**config.mk**
```make
export PLATFORM = sky130hd
export DESIGN_NAME = efsa_cell
export DESIGN_NICKNAME = d
export VERILOG_FILES = /design/src/design/efsa_pkg.sv /design/src/design/efsa_cell.sv
export SDC_FILE = /design/constraint.sdc
export NUM_CORES = 1
export LEC_CHECK = 0
export ABC_CLOCK_PERIOD_IN_PS = 10770
export BUFFER_PORTS_ARGS = -buffer_cell sky130_fd_sc_hd__buf_2
export CAP_MARGIN = 20
export CELL_PAD_IN_SITES_DETAIL_PLACEMENT = 1
export CELL_PAD_IN_SITES_GLOBAL_PLACEMENT = 2
export CORE_ASPECT_RATIO = 1.2
export CORE_MARGIN = 8
export CORE_UTILIZATION = 32
export DETAILED_ROUTE_END_ITERATION = 16
export PLACE_DENSITY_LB_ADDON = 0.1
export SLEW_MARGIN = 40
export SYNTH_ARGS = -nofsm -noshare
export SYNTH_HDL_FRONTEND = slang
export SYNTH_SLANG_ARGS = --single-unit
export TNS_END_PERCENT = 100
```
**constraint.sdc**
```tcl
create_clock -name clk -period 10.77 [get_ports clk]
set_input_delay 0 -clock clk [delete_from_list [all_inputs] [get_ports clk]]
set_output_delay 0 -clock clk [all_outputs]
set_load 0.1 [all_outputs]
```
**src/design/efsa_pkg.sv**
```systemverilog
`timescale 1ns / 1ps

package efsa_pkg;

	// Default sizing of the extent table and of a page number.
	localparam int MAX_EXTENTS_DEF = 64;
	localparam int PAGE_BITS_DEF   = 32;

	// Command codes carried in the request.
	localparam logic CMD_FREE  = 1'b0;
	localparam logic CMD_ALLOC = 1'b1;

	typedef enum logic [1:0] {
		ST_OK      = 2'd0,
		ST_NOFIT   = 2'd1,
		ST_INVALID = 2'd2,
		ST_FULL    = 2'd3
	} status_t;

	typedef struct packed {
		logic        cmd;
		logic [31:0] first_page;
		logic [31:0] end_page;
		logic [31:0] page_count;
	} efsa_req_t;

	typedef struct packed {
		status_t     status;
		logic [31:0] got_start;
		logic [31:0] got_end;
		logic [6:0]  free_entries;
	} efsa_rsp_t;

	// What one cell of the sorted chain does at the end of the evaluation cycle.
	typedef enum logic [2:0] {
		OP_HOLD,
		OP_LOAD_NEW,
		OP_TAKE_LEFT,
		OP_TAKE_RIGHT,
		OP_SET_LIMIT,
		OP_SET_BEGIN,
		OP_ADVANCE,
		OP_MERGE
	} cell_op_t;

	// Match results that one cell reports for the request under evaluation.
	typedef struct packed {
		logic overlap;
		logic left_match;
		logic right_match;
		logic above;
		logic fits;
		logic exact;
	} cell_flags_t;

	typedef enum logic {
		FSM_IDLE,
		FSM_EVAL
	} fsm_state_t;

endpackage

```
**src/design/efsa_cell.sv**
```systemverilog
`timescale 1ns / 1ps

module efsa_cell #(
	parameter int PAGE_BITS = 32
) (
	input  logic                   clk,
	input  logic                   arst_n,
	input  efsa_pkg::cell_op_t     op,
	input  logic [PAGE_BITS-1:0]   req_first,
	input  logic [PAGE_BITS-1:0]   req_end,
	input  logic [PAGE_BITS-1:0]   req_count,
	input  logic [PAGE_BITS-1:0]   left_begin,
	input  logic [PAGE_BITS-1:0]   left_limit,
	input  logic                   left_valid,
	input  logic [PAGE_BITS-1:0]   right_begin,
	input  logic [PAGE_BITS-1:0]   right_limit,
	input  logic                   right_valid,
	output logic [PAGE_BITS-1:0]   ext_begin,
	output logic [PAGE_BITS-1:0]   ext_limit,
	output logic                   ext_valid,
	output logic [PAGE_BITS-1:0]   ext_advanced,
	output efsa_pkg::cell_flags_t  flags
);
	import efsa_pkg::*;

	logic [PAGE_BITS-1:0] begin_q;
	logic [PAGE_BITS-1:0] limit_q;
	logic                 valid_q;
	logic [PAGE_BITS-1:0] span;

	assign ext_begin    = begin_q;
	assign ext_limit    = limit_q;
	assign ext_valid    = valid_q;
	assign ext_advanced = begin_q + req_count;
	assign span         = limit_q - begin_q;

	// An empty cell counts as lying above every start, which keeps the chain sorted.
	always_comb begin
		flags.overlap     = valid_q && (begin_q < req_end) && (req_first < limit_q);
		flags.left_match  = valid_q && (limit_q == req_first);
		flags.right_match = valid_q && (begin_q == req_end);
		flags.above       = !valid_q || (begin_q > req_first);
		flags.fits        = valid_q && (span >= req_count);
		flags.exact       = flags.fits && (ext_advanced == limit_q);
	end

	always_ff @(posedge clk or negedge arst_n) begin
		if (!arst_n) begin
			valid_q <= 1'b0;
		end else begin
			unique case (op)
				OP_LOAD_NEW:   valid_q <= 1'b1;
				OP_TAKE_LEFT:  valid_q <= left_valid;
				OP_TAKE_RIGHT: valid_q <= right_valid;
				default:       valid_q <= valid_q;
			endcase
		end
	end

	always_ff @(posedge clk) begin
		unique case (op)
			OP_LOAD_NEW: begin
				begin_q <= req_first;
				limit_q <= req_end;
			end
			OP_TAKE_LEFT: begin
				begin_q <= left_begin;
				limit_q <= left_limit;
			end
			OP_TAKE_RIGHT: begin
				begin_q <= right_begin;
				limit_q <= right_limit;
			end
			OP_SET_LIMIT: limit_q <= req_end;
			OP_SET_BEGIN: begin_q <= req_first;
			OP_ADVANCE:   begin_q <= ext_advanced;
			OP_MERGE:     limit_q <= right_limit;
			default: begin
				begin_q <= begin_q;
				limit_q <= limit_q;
			end
		endcase
	end

endmodule

```
==> results by group <==
Timing
  • Final Max Slew Viols: 0
  • Final setup margin: 3.16 ns
  • Fin Clk Skew: 0.0110 ns
  • Minimum clock period: 7.61 ns
  • WHS: 0.0114 ns
  • RSZ-0062 raised after global routing: false
  • Fmax: 131 MHz
  • Tightest Pin Transition: 0.857 ns
  • Final hold viol count: 0
  • Period utilization: 70.6%
  • Setup TNS: 0 ns
  • Slew margin rel.: 42.5%
  • Setup violators final: 0

Drt
  • Drt first pass iters: 6
  • DRT Wirelength: 57100 um
  • Final antenna-violating net count: 0
  • Iteration-0 DRC count of the detailed router: 606
  • DR WL/cell: 26.0 um
  • Drt drc: 0
  • Vias per cell: 5.51
  • Vias post-DR: 12100

Clock tree
  • H-tree Lvls: 3
  • Clock transition at path regs: 0.07 ns
  • Clk_lat worst skew: 0.37 ns
  • Clk sink count: 65
  • CTS Buffer Depth: 2
  • Postcts setup bufs: 0
  • Cts-stage hold buffer count: 43
  • CTS tree: done
  • Root buf cell: clkbuf_16
  • Cts repair resizes: 0
  • TritonCTS Buffers: 9

Logic synthesis
  • Share of the synthesized area in the top cell type: 22.2%
  • Compound-Gate Fraction of Synth Area: 25.6%
  • Mux contribution to synthesized area: 0.560%
  • Syn Nets: 1804
  • Ys Warns: 0
  • Synth cell types: 68
  • Area contributors post-synth: ha_1, edfxtp_1, a21oi_1, inv_1, xnor2_1
  • Cells after Synth: 1381
  • Synth area leader: ha_1
  • Cell Area, Synth: 10700 sq um
  • Register area share after synthesis: 18.1%
  • Post-synth EDFFs: 64
  • Simple-Gate Fraction of Synth Area: 16.9%
  • Synth Area in XOR/XNOR: 7.60%
  • Post-synthesis register bit count: 65
  • Combinational family with the most area after synthesis: compound AO/OA/AOI/OAI gates
  • Asr flop ratio synth: 1.54%
  • Post-Synth Adder-Cell Area: 22.5%
  • Synth Area per Inst: 7.77 sq um
  • Primary FF master, synth: edfxtp_1

Global routing
  • First-pass GRT wire length: 83000 um
  • Largest net degree at the start of global routing: 47
  • Vias in the first global route: 13200
  • Antenna violations before repair: 8
  • GRT overflow: 0
  • GRT Util Overall: 28.1%

Place
  • Hpwl dp: 48300 um
  • Number of port buffers: 333
  • Worst slack, placed: 3.56 ns
  • Gpl congestion: 0.902

Die
  • Die area: 39700 sq um
  • Die H: 217 um
  • CORE AREA: 33100 sq um
  • Number of I/O pins: 334
  • Core Rows: 73
  • DIE WIDTH: 183 um
  • Initial Util: 32.5%

Worst setup path
  • Slowest cell on crit path: o41ai_1
  • Crit path arrival time: 7.61 ns
  • Critical Path RT: 10.77 ns
  • Critical path endpoint category: primary output
  • Crit path largest cell delay: 0.66 ns
  • Worst-path fanout max: 5
  • Crit Path Class: reg -> out
  • Worst setup SP type: register
  • Worst r2r src: ext_begin[0]
  • Worst setup path start: ext_begin[16]
  • Crit-path leading delay family: compound AO/OA/AOI/OAI gates
  • Worst path bufs/invs: 2
  • FF-to-FF setup slack: 6.86 ns

Pwr
  • Total power: 2.56 mW
  • Pwr dens: 188 nW/um^2
  • Maximum vdd drop: 0.155 mV
  • Leakage: 6.86 nW

Layout
  • Finished Core Util: 41.3%
  • Area Overhead vs Synth: 27.2%
  • Ratio of cells with drive above 1 in the final layout: 22.0%
  • Nets@finish: 2155

Min path
  • Class of the worst hold path: in -> reg
  • Hold_sp: left_limit[3]

Run status
  • Status: finished clean

Job
  • Max-cap viol count: 0
==> power breakdown <==
group / leakage [nW] / switching (mW) / internal (mW) / total [mW]
sequential: 0.645 / 0.0644 / 0.325 / 0.389
combinational: 6.08 / 1.35 / 0.520 / 1.87
clock: 0.133 / 0.144 / 0.157 / 0.301
==> cell usage after synthesis, drive strengths merged (3+ instances only) <==
cell type,number
inv,196
a31oi,10
xor2,20
or3,4
and3,6
a21oi,152
or2,4
o211ai,17
edfxtp,64
a311oi,4
nand2b,13
nand3b,4
o22ai,14
o21bai,9
a21o,57
nand4,35
a221o,31
o211a,3
nand3,22
a221oi,13
nand2,63
o21a,18
a21boi,3
o21ai,55
buf,7
nor3,50
xnor2,68
and4,4
and2,7
nor4,9
mux2i,6
o311a,3
a211oi,11
nor2b,38
clkbuf,43
nor2,99
ha,190
==> placed cells by master, fill, tap and decap left out, drive strengths merged, types with 6 or more instances in the layout <==
cell type	instances
nand3	22
a31oi	10
nor4	9
nor2	99
o22ai	14
a211oi	11
o211ai	17
nand2	63
and3	6
a221oi	13
and2	7
dlygate4sd3	43
edfxtp	64
nor3	50
a21o	57
ha	190
clkbuf	10
mux2i	6
a221o	31
o21a	18
nand4	35
inv	197
o21ai	55
diode	7
xor2	20
xnor2	68
nor2b	38
a21oi	152
buf	347
o21bai	9
nand2b	13
==> flip-flops by register name, summed over array words and instances, names as in the netlist <==
| name | flops |
|---|---|
| ext_begin | 32 |
| ext_valid | 1 |
| ext_limit | 32 |
==> path summary, 6_finish.rpt <==
| kind | end | cells after the start |
|---|---|---|
| setup reg to reg | ext_begin[30] | 13 |
| setup / recovery | flags[0] | 25 |
| hold / removal | ext_limit[3] | 2 |
| max in group asynchronous | ext_valid | 3 |
| hold reg to reg | ext_begin[31] | 2 |
| min in group asynchronous | ext_valid | 3 |
==> layer usage <==
layer | track usage, % | vias to the layer above | routed length, um
li1 | - | 5717 | -
met3 | 6.21 | 118 | 3030
met4 | 14.5 | 2 | 3130
met2 | 51.4 | 378 | 29000
met5 | 0 | - | 12
met1 | 29.7 | 5876 | 21900
==> kinds of logic (layout without fill, tap and decap cells) <==
family | count (synthesis) | count (layout)
muxes | 6 | 6
buffers and inverters | 246 | 602
DFF | 65 | 65
xor gates and xnor gates | 90 | 90
other | 0 | 7
and+or+nand+nor | 363 | 363
AOI/OAI and AO/OA | 419 | 419
adders and majority gates | 192 | 192
==> per-stage QoR <==
step	cells	instance area, sq um
final	2194	13700
after global routing	2191	13600
after CTS	2187	13600
after detailed placement	2128	12900
after global placement	2128	12900
after floorplan	1381	10700
==> final cells by class <==
type                       instances  area [sq um]
tap                              450           563
fill                            4219         19400
sequential                        65          1950
inverter                         196           736
clock inverter                     6          43.8
antenna                            7          17.5
timing repair buffer             390          2200
clock buffer                      10           229
multi-input combinational       1070          7920
Note: power is estimated with default switching activity, not from simulation.
